### config.mk
export PLATFORM = sky130hd
export DESIGN_NAME = pointer_cursor_click_detector
export DESIGN_NICKNAME = d
export VERILOG_FILES = /design/src/rtl/pccd_pkg.sv /design/src/rtl/pccd_axis.sv /design/src/rtl/pointer_cursor_click_detector.sv
export SDC_FILE = /design/constraint.sdc
export NUM_CORES = 2
export LEC_CHECK = 0
export BUFFER_PORTS_ARGS = -buffer_cell sky130_fd_sc_hd__clkbuf_2
export CORE_MARGIN = 2
export CORE_UTILIZATION = 60
export CTS_CLUSTER_SIZE = 40
export DETAILED_ROUTE_END_ITERATION = 7
export GPL_ROUTABILITY_DRIVEN = 0
export PLACE_DENSITY = 0.78
export SYNTH_ARGS = -nofsm -noshare
export SYNTH_HDL_FRONTEND = slang
export SYNTH_SLANG_ARGS = --single-unit
### constraint.sdc
create_clock -name clk -period 12.25 [get_ports clk]
set_input_delay 0.6125 -clock clk [delete_from_list [all_inputs] [get_ports clk]]
set_output_delay 0.6125 -clock clk [all_outputs]
set_load 0.05 [all_outputs]
### src/rtl/pccd_pkg.sv
// shared types and constants for the pointer cursor click detector
// no dependencies
package pccd_pkg;

  localparam int PCCD_COORD_BITS = 12;
  localparam int CFG_DATA_W      = 32;
  localparam int CFG_INDEX_W     = 2;
  localparam int TIME_W          = 32;
  localparam int DELTA_W         = 16;
  localparam int FRAC_W          = 17;
  localparam int FRAC_SHIFT      = 16;
  localparam int BUTTON_W        = 8;

  // reset values, wide enough for the largest coordinate width
  localparam logic [15:0] MAX_X_RESET  = 16'd1023;
  localparam logic [15:0] MAX_Y_RESET  = 16'd767;
  localparam logic [15:0] CUR_X_RESET  = 16'd511;
  localparam logic [15:0] CUR_Y_RESET  = 16'd383;
  localparam logic [TIME_W-1:0] WINDOW_RESET = 32'd400;

  localparam logic [BUTTON_W-1:0] BUTTON_PRIMARY = 8'd0;

  typedef enum logic [1:0] {
    CMD_REL_MOVE = 2'd0,
    CMD_ABS_MOVE = 2'd1,
    CMD_BTN_DOWN = 2'd2,
    CMD_BTN_UP   = 2'd3
  } cmd_t;

  typedef enum logic [CFG_INDEX_W-1:0] {
    REG_MAX_X         = 2'd0,
    REG_MAX_Y         = 2'd1,
    REG_DCLICK_WINDOW = 2'd2
  } cfg_reg_t;

endpackage

### src/rtl/pccd_axis.sv
// one cursor axis: relative move with saturation, or absolute move by
// scaling a Q1.16 fraction with the axis limit; depends on pccd_pkg
module pccd_axis
  import pccd_pkg::*;
#(
  parameter int COORD_BITS = PCCD_COORD_BITS
) (
  input  cmd_t                       command,
  input  logic [COORD_BITS-1:0]      pos,
  input  logic signed [DELTA_W-1:0]  delta,
  input  logic [FRAC_W-1:0]          frac,
  input  logic [COORD_BITS-1:0]      limit,
  output logic [COORD_BITS-1:0]      next_pos
);

  localparam int SUM_W  = DELTA_W + 2;
  localparam int PROD_W = FRAC_W + COORD_BITS;

  logic signed [SUM_W-1:0]  pos_ext;
  logic signed [SUM_W-1:0]  delta_ext;
  logic signed [SUM_W-1:0]  limit_ext;
  logic signed [SUM_W-1:0]  sum;
  logic [COORD_BITS-1:0]    rel_pos;
  logic [PROD_W-1:0]        prod;
  logic [COORD_BITS:0]      scaled;
  logic [COORD_BITS-1:0]    abs_pos;

  // relative move, saturated to 0..limit
  assign pos_ext   = signed'({{(SUM_W-COORD_BITS){1'b0}}, pos});
  assign limit_ext = signed'({{(SUM_W-COORD_BITS){1'b0}}, limit});
  assign delta_ext = {{(SUM_W-DELTA_W){delta[DELTA_W-1]}}, delta};
  assign sum       = pos_ext + delta_ext;

  always_comb begin
    if (sum[SUM_W-1]) begin
      rel_pos = '0;
    end else if (sum > limit_ext) begin
      rel_pos = limit;
    end else begin
      rel_pos = sum[COORD_BITS-1:0];
    end
  end

  // absolute move, fraction bits dropped, fractions above one saturate
  assign prod   = PROD_W'(frac) * PROD_W'(limit);
  assign scaled = prod[PROD_W-1:FRAC_SHIFT];

  always_comb begin
    if (scaled > {1'b0, limit}) begin
      abs_pos = limit;
    end else begin
      abs_pos = scaled[COORD_BITS-1:0];
    end
  end

  always_comb begin
    case (command)
      CMD_REL_MOVE: next_pos = rel_pos;
      CMD_ABS_MOVE: next_pos = abs_pos;
      default:      next_pos = pos;
    endcase
  end

endmodule

### src/rtl/pointer_cursor_click_detector.sv
// channel  dir  handshake              word
// in       in   in_valid / in_ready    command, deltas, fractions, button, time_now
// out      out  out_valid / out_ready  cursor_x, cursor_y, moved, click, double_click
// cfg      in   cfg_wr_en              cfg_index, cfg_data
//
// one word per cycle sustained while out_ready is high; an accepted word passes
// through the input register, then the result register, and cursor and click
// state are updated at the same edge as the result register.
// in_ready falls only while both registers hold words and out_ready is low.
// rst is synchronous and returns cursor, click history and registers to their
// defaults.
// top level; depends on pccd_pkg and pccd_axis
module pointer_cursor_click_detector
  import pccd_pkg::*;
#(
  parameter int COORD_BITS = PCCD_COORD_BITS
) (
  input  logic                        clk,
  input  logic                        rst,
  input  logic                        in_valid,
  output logic                        in_ready,
  input  logic [1:0]                  command,
  input  logic signed [DELTA_W-1:0]   delta_x,
  input  logic signed [DELTA_W-1:0]   delta_y,
  input  logic [FRAC_W-1:0]           abs_x_frac,
  input  logic [FRAC_W-1:0]           abs_y_frac,
  input  logic [BUTTON_W-1:0]         button,
  input  logic [TIME_W-1:0]           time_now,
  output logic                        out_valid,
  input  logic                        out_ready,
  output logic [COORD_BITS-1:0]       cursor_x,
  output logic [COORD_BITS-1:0]       cursor_y,
  output logic                        moved,
  output logic                        click,
  output logic                        double_click,
  input  logic                        cfg_wr_en,
  input  logic [CFG_INDEX_W-1:0]      cfg_index,
  input  logic [CFG_DATA_W-1:0]       cfg_data
);

  // input register
  logic                        s1_valid;
  cmd_t                        s1_cmd;
  logic signed [DELTA_W-1:0]   s1_dx;
  logic signed [DELTA_W-1:0]   s1_dy;
  logic [FRAC_W-1:0]           s1_fx;
  logic [FRAC_W-1:0]           s1_fy;
  logic [BUTTON_W-1:0]         s1_button;
  logic [TIME_W-1:0]           s1_time;

  // configuration
  logic [COORD_BITS-1:0]       max_x;
  logic [COORD_BITS-1:0]       max_y;
  logic [TIME_W-1:0]           dclick_window;

  // cursor and click state
  logic [COORD_BITS-1:0]       cur_x;
  logic [COORD_BITS-1:0]       cur_y;
  logic [COORD_BITS-1:0]       press_x;
  logic [COORD_BITS-1:0]       press_y;
  logic                        prev_click_valid;
  logic [COORD_BITS-1:0]       prev_click_x;
  logic [COORD_BITS-1:0]       prev_click_y;
  logic [TIME_W-1:0]           prev_click_time;

  logic [COORD_BITS-1:0]       cur_x_next;
  logic [COORD_BITS-1:0]       cur_y_next;
  logic                        s1_adv;
  logic                        is_primary;
  logic                        is_move;
  logic                        press_hit;
  logic                        click_hit;
  logic                        dclick_hit;
  logic [TIME_W-1:0]           click_age;

  assign s1_adv   = s1_valid && (!out_valid || out_ready);
  assign in_ready = !s1_valid || s1_adv;

  pccd_axis #(.COORD_BITS(COORD_BITS)) u_axis_x (
    .command  (s1_cmd),
    .pos      (cur_x),
    .delta    (s1_dx),
    .frac     (s1_fx),
    .limit    (max_x),
    .next_pos (cur_x_next)
  );

  pccd_axis #(.COORD_BITS(COORD_BITS)) u_axis_y (
    .command  (s1_cmd),
    .pos      (cur_y),
    .delta    (s1_dy),
    .frac     (s1_fy),
    .limit    (max_y),
    .next_pos (cur_y_next)
  );

  assign is_primary = (s1_button == BUTTON_PRIMARY);
  assign is_move    = (s1_cmd == CMD_REL_MOVE) || (s1_cmd == CMD_ABS_MOVE);
  assign press_hit  = (s1_cmd == CMD_BTN_DOWN) && is_primary;
  assign click_hit  = (s1_cmd == CMD_BTN_UP) && is_primary &&
                      (press_x == cur_x) && (press_y == cur_y);
  // wrapping age of the previous click
  assign click_age  = s1_time - prev_click_time;
  assign dclick_hit = click_hit && prev_click_valid &&
                      (prev_click_x == cur_x) && (prev_click_y == cur_y) &&
                      (click_age <= dclick_window);

  // control, state and configuration
  always_ff @(posedge clk) begin
    if (rst) begin
      s1_valid         <= 1'b0;
      out_valid        <= 1'b0;
      max_x            <= MAX_X_RESET[COORD_BITS-1:0];
      max_y            <= MAX_Y_RESET[COORD_BITS-1:0];
      dclick_window    <= WINDOW_RESET;
      cur_x            <= CUR_X_RESET[COORD_BITS-1:0];
      cur_y            <= CUR_Y_RESET[COORD_BITS-1:0];
      press_x          <= '0;
      press_y          <= '0;
      prev_click_valid <= 1'b0;
      prev_click_x     <= '0;
      prev_click_y     <= '0;
      prev_click_time  <= '0;
    end else begin
      if (in_valid && in_ready) begin
        s1_valid <= 1'b1;
      end else if (s1_adv) begin
        s1_valid <= 1'b0;
      end

      if (s1_adv) begin
        out_valid <= 1'b1;
      end else if (out_ready) begin
        out_valid <= 1'b0;
      end

      if (cfg_wr_en) begin
        case (cfg_index)
          REG_MAX_X:         max_x <= cfg_data[COORD_BITS-1:0];
          REG_MAX_Y:         max_y <= cfg_data[COORD_BITS-1:0];
          REG_DCLICK_WINDOW: dclick_window <= cfg_data[TIME_W-1:0];
          default: ;
        endcase
      end

      if (s1_adv) begin
        cur_x <= cur_x_next;
        cur_y <= cur_y_next;
        if (press_hit) begin
          press_x <= cur_x;
          press_y <= cur_y;
        end
        if (dclick_hit) begin
          prev_click_valid <= 1'b0;
        end else if (click_hit) begin
          prev_click_valid <= 1'b1;
          prev_click_x     <= cur_x;
          prev_click_y     <= cur_y;
          prev_click_time  <= s1_time;
        end
      end
    end
  end

  // payload
  always_ff @(posedge clk) begin
    if (in_valid && in_ready) begin
      s1_cmd    <= cmd_t'(command);
      s1_dx     <= delta_x;
      s1_dy     <= delta_y;
      s1_fx     <= abs_x_frac;
      s1_fy     <= abs_y_frac;
      s1_button <= button;
      s1_time   <= time_now;
    end
    if (s1_adv) begin
      cursor_x     <= cur_x_next;
      cursor_y     <= cur_y_next;
      moved        <= is_move;
      click        <= click_hit;
      double_click <= dclick_hit;
    end
  end

endmodule

======== Yosys cells after proc, flatten, opt, wreduce, memory -nomap -nowiden ========
Index checks and enable logic that the tools add are counted.
word-level totals
  register bits ........................... 298
  bits of input ports ..................... 147
  word-level logic and storage cells ...... 86
  output and inout port bits .............. 29
cells by class
  equality and inequality tests ........... 9
  mux-type cells .......................... 14
  multipliers ............................. 2
  magnitude comparators ................... 5
  $add $sub $neg .......................... 3
  reduce and logical (&&, ||, !) cells .... 27
  bitwise operators ....................... 1
operator list
  cell                                                              number
  12-bit 2-to-1 mux                                                 6
  17-bit by 12-bit multiplier with 29-bit output                    2
  12-bit == test                                                    4
  12-bit one-hot mux with 2 select lines                            2
  18-bit by 13-bit > comparator with 1-bit output                   2
  13-bit by 16-bit adder with 17-bit output                         2
  32-bit less-or-equal comparator                                   1
  32-bit subtractor                                                 1
  13-bit by 12-bit > comparator with 1-bit output                   2
  1-bit logical AND                                                 10
  2-bit AND reduction                                               5
  8-bit logical NOT                                                 1
  2-bit == test (second input constant)                             3
  1-bit 2-to-1 mux                                                  6
  2-bit nonzero test                                                3
  2-bit by 1-bit == test with 1-bit output (second input constant)  2
  2-bit logical NOT                                                 2
  1-bit logical OR                                                  3
  3-bit AND reduction                                               1
  1-bit logical NOT                                                 2
  1-bit NOT                                                         1

======== Longest topological paths before layout ========
  depth in word-level cells ............... 10
  gate-level depth with buffers ........... 35
  gate-level depth less buffers ........... 30

======== Hierarchy ========
A second synthesis with hierarchy kept.
second synthesis, totals
  cells, all modules ...................... 3226
  area total of the unflattened synthesis .. 28757.6 um2
modules (own cells, without submodules)
  module                         area each (um2)  seq. area each (um2)  cells an instance  times used
  pointer_cursor_click_detector  13233.9          7317.0                1324               1
  pccd_axis at u_axis_y          7771.2           0.0                   948                1
  pccd_axis at u_axis_x          7752.4           0.0                   954                1

======== Worst setup path before layout ========
Ideal clock, no wire load.
  path kind ............................... reg-to-reg
  from .................................... register max_y[3]
  to ...................................... register cursor_y[9], data pin
  required time ........................... 11.985 ns
  arrival ................................. 7.158 ns
  library setup time ...................... 0.265 ns
  cell stages (with the launch flop) ...... 33
  period minus slack after synthesis ...... 7.423 ns
  path slack .............................. 4.827 ns
  buffers on the path ..................... 5
  path through ............................ dfxtp_1 clkbuf_1 clkbuf_1 nand2_1 fa_1 fa_1 fa_1 inv_1 fa_1 inv_1 fa_1 inv_1 ha_1 nand4_1 nor3_1 a31oi_1 o21a_1 and2_1 o311ai_0 xor2_1 ha_1 a211o_1 o21ai_0 a21oi_1 o21a_1 and4b_4 buf_6 or2_1 buf_6 buf_6 o22ai_1 a222oi_1 nand2_1
on the way
  cells in the longest elaborated chain, start to end .. 4
  elaborated cells on any way between the ends .. 7
  classes of those cells .................. mul (1); order compare (2); mux (4)
ends and longest elaborated chain
  what                                                                                                               line                                  RTL
  start: declaration                                                                                                 pointer_cursor_click_detector.sv:53   logic [COORD_BITS-1:0] max_y;
  start signal: assignment                                                                                           pointer_cursor_click_detector.sv:114  max_y <= MAX_Y_RESET[COORD_BITS-1:0];
  start signal: assignment                                                                                           pointer_cursor_click_detector.sv:140  REG_MAX_Y: max_y <= cfg_data[COORD_BITS-1:0];
  17-bit by 12-bit multiplier with 29-bit output or 18-bit by 13-bit > comparator with 1-bit output (tied branches)  pccd_axis.sv:45, pccd_axis.sv:37
  13-bit by 12-bit > comparator with 1-bit output or 12-bit 2-to-1 mux (tied branches)                               pccd_axis.sv:49, pccd_axis.sv:37
  12-bit 2-to-1 mux, on equally long branches                                                                        pccd_axis.sv:49, pccd_axis.sv:35
  12-bit one-hot mux with 2 select lines *                                                                           pccd_axis.sv:57                       case (command)
  via cur_y_next[9]                                                                                                  pointer_cursor_click_detector.sv:67   logic [COORD_BITS-1:0] cur_y_next;
  end signal: assignment                                                                                             pointer_cursor_click_detector.sv:178  cursor_y <= cur_y_next;
  end: declaration                                                                                                   pointer_cursor_click_detector.sv:32   output logic [COORD_BITS-1:0] cursor_y,
Mark *: on every way through the listed nets, which the timed path passes. The rest lies on a longest branch.
A chain may end at the register's enable or synchronous reset.

======== Worst setup path in the final report ========
  from .................................... register max_y[3]
  to ...................................... register cur_y[0]
on the way
  cells in the longest elaborated chain, start to end .. 4
  elaborated cells on any way between the ends .. 7
  classes of those cells .................. mul (1); order compare (2); mux (4)
ends and longest elaborated chain
  what                                                                                                               line                                  RTL
  17-bit by 12-bit multiplier with 29-bit output or 18-bit by 13-bit > comparator with 1-bit output (tied branches)  pccd_axis.sv:45, pccd_axis.sv:37
  13-bit by 12-bit > comparator with 1-bit output or 12-bit 2-to-1 mux (tied branches)                               pccd_axis.sv:49, pccd_axis.sv:37
  12-bit 2-to-1 mux, on equally long branches                                                                        pccd_axis.sv:49, pccd_axis.sv:35
  12-bit one-hot mux with 2 select lines *                                                                           pccd_axis.sv:57
  via cur_y_next[0]                                                                                                  pointer_cursor_click_detector.sv:67
  end signal: assignment                                                                                             pointer_cursor_click_detector.sv:117  cur_y <= CUR_Y_RESET[COORD_BITS-1:0];
  end signal: assignment                                                                                             pointer_cursor_click_detector.sv:148  cur_y <= cur_y_next;
  end: declaration                                                                                                   pointer_cursor_click_detector.sv:58   logic [COORD_BITS-1:0] cur_y;
Marks and branches as above.

==> qor.yml <==
synth_top_area_frac: 0.208
hold_path_class: "input pin to register"
async_reset_ff_frac: 0
synth_top_cell_by_area: "fa_1"
wire_per_inst_um: 19.1
fin_tns_setup_ns: 0
worstSkewPairLatency_ns: 0.57
grtUsageTotal: 0.305
dr.first_iter.drc_count: 1849
grt_max_degree: 87
cp.required_ns: 12.71
rows: 80
grt-ovfl-total: 0
clockBufferDepth: 3
ys.flop_type: "dfxtp_1"
critPathSlowestCell: "dfxtp_1"
ys_types: 95
numCtsBuffers: 35
path_class: "register to register"
ant_nets: 0
cts_max_level: 2
power.leakage_nw: 14.5
drcViolationCount: 0
routed_via_density: 5.94
start_util: 0.607
grt_pass1_wl_um: 122000
synth_compound_area_frac: 0.114
min_period_ns: 8.62
antenna_found_initial: 1
clock-sinks: 298
setup_violations: 0
syn-num-nets: 3889
drv_slew: 0
ys_seq_elements: 298
die_x_um: 224
end_kind: "register"
cts-root-buf: "clkbuf_16"
peakVddDrop_mv: 0.330
grt_pass1_vias: 24400
area_growth_pct: 7.77
core-area_mm2: 0.0476
final_nets: 3957
dieArea_mm2: 0.0500
synth_area_mm2: 0.0289
seq_area_frac_synth: 0.253
drive_gt1_frac: 0.0898
cts-resized-gates: 0
synth-simple-area-share: 0.157
critPathLaunchType: "register"
power.density_mw_per_mm2: 267
cts_tree: "yes"
synth_fa_ha_area_frac: 0.321
final_cell_mix: "nand2_1 (500), inv_1 (482), fa_1 (301), ha_1 (261), clkbuf_2 (174)"
critPathTopFamily: "adder cells"
final_common_cell: "nand2_1"
syn_area_per_cell_um2: 9.10
hold_ws_ns: 0.222
cp.arrival_ns: 9.08
firstDrtPassIters: 6
status: "finished, final reports clean"
synth_area_leaders: "fa_1 (21%), edfxtp_1 (14%), ha_1 (11%)"
syn_inst: 3180
drt-total-wl_um: 74300
yosys_warnings: 0
path_buf_inv: 3
cp_max_fo: 19
max-cap-violations: 0
vias: 23100
path_common_cell: "fa_1"
synth_xor_area_frac: 0.0360
clock-skew-final_ns: 0.0342
worst_pin_slew_ns: 1.15
hold_viol_final: 0
portBuffers: 175
cts_post_setup_buffers_inserted: 0
synth.mux.area_fraction: 0.0320
synth_top_family_by_area: "adder cells"
period_share: 0.703
dieHeight_um: 224
relSlewSlack: 0.231
rsz0062_at_grt: "no"
dp_hpwl_um: 56300
clk_pin_slew_ns: 0.06
postCtsHoldBufs: 0
critical-path-max-stage-delay_ns: 0.85
ios: 176
fmax_mhz: 116
synth_edf_count: 135
==> Yosys cell counts, types with 6 or more instances <==
library cell,count
o22ai_1,11
nand2b_1,18
or3_1,14
o211ai_1,33
edfxtp_1,135
a211oi_1,18
nor2_1,131
and2_1,134
o31a_1,8
inv_1,483
a31oi_1,7
fa_1,301
a21boi_0,6
dfxtp_1,163
xnor2_1,79
nor3b_1,8
a221o_1,6
and3_1,14
o21bai_1,15
a21o_1,53
nor4_1,10
clkbuf_1,130
nand2_1,500
nand3b_1,7
nor2b_1,18
nand3_1,33
a21oi_1,171
nor3_1,36
xor2_1,38
mux2i_1,89
o21ai_0,60
buf_2,9
a211o_1,8
nand4_1,27
ha_1,261
buf_6,12
o21a_1,23
==> power by group <==
part	leakage (nW)	internal (W)	switching, W	total [W]
clock network	0.585	0.000599	0.000460	0.00106
logic	11.3	0.00244	0.00360	0.00604
registers	2.63	0.00113	0.000110	0.00123
==> kinds of logic (layout without fill, tap and decap cells) <==
kind of cell    Yosys count  in the layout
other cells               0              1
buf+inv                 644            739
simple gates            977            977
compound gates          489            489
fa+ha+maj               562            562
flops                   298            298
mux                      92             92
xor+xnor                118            118
==> final timing paths <==
check	start	to	slack, ns	cells past startpoint
max	max_y[3]$_SDFFE_PP1P_	cur_y[0]$_SDFFE_PP1P_	3.63	27
max reg2reg	max_y[3]$_SDFFE_PP1P_	cur_y[0]$_SDFFE_PP1P_	3.63	27
min reg2reg	dclick_window[19]$_SDFFE_PP0P_	dclick_window[19]$_SDFFE_PP0P_	0.46	2
min	abs_x_frac[15]	s1_fx[15]$_DFFE_PP_	0.22	1
==> cell type report <==
cell class	count	area [um2]
multi-input combinational	2238	19100
timing repair buffer	191	998
antenna	1	2.50
clock inverter	18	156
clock buffer	46	1020
inverter	484	1820
fill	3821	16500
sequential	298	7320
tap	615	769
==> registers in the layout, indices dropped and copies added (netlist names), 2 cells and up <==
signal,cells
cursor_x,12
s1_time,32
s1_fx,17
cur_x,12
cur_y,12
press_x,12
s1_cmd,2
press_y,12
s1_fy,17
s1_dy,16
max_y,12
prev_click_time,32
max_x,12
s1_button,8
cursor_y,12
prev_click_x,12
dclick_window,32
s1_dx,16
prev_click_y,12
==> metrics by stage <==
step	utilization	setup WS, ns	power (W)	cells	cell area (um2)
floorplan	-	4.83	0.00576	3180	28900
global placement	0.630	4.10	0.00688	3826	30000
detailed placement	0.630	3.83	0.00712	3826	30000
CTS	0.654	3.74	0.00823	3890	31200
global route	0.654	3.21	0.00915	3890	31200
finish	0.655	3.63	0.00834	3891	31200
==> worst register-to-register path: stages (launching register included) <==
cell and delay [ns]:
dfxtp_1 0.85, nand2_1 0.20, fa_1 0.60, fa_1 0.44, fa_1 0.55, inv_1 0.05
fa_1 0.47, inv_1 0.04, fa_1 0.48, inv_1 0.05, ha_1 0.31, nand4_1 0.15
nor3_1 0.44, a31oi_1 0.16, o21a_1 0.16, and2_1 0.18, o311ai_0 0.36, xor2_1 0.27
ha_1 0.31, a211o_1 0.31, o21ai_0 0.16, a21oi_1 0.06, o21a_1 0.23, and4b_4 0.39
or2_1 0.50, mux2i_1 0.18, a221o_1 0.38, o31a_1 0.24
==> per-layer routing <==
metal  up-vias  global-route usage  wire length [um]
met2      1060               0.527             36000
met5         -                   0                 0
met3       255              0.0441              5810
met1     11300               0.378             28800
li1      10500                   -                 -
met4         0               0.148              3760
Note: power is estimated with default switching activity, not from simulation.
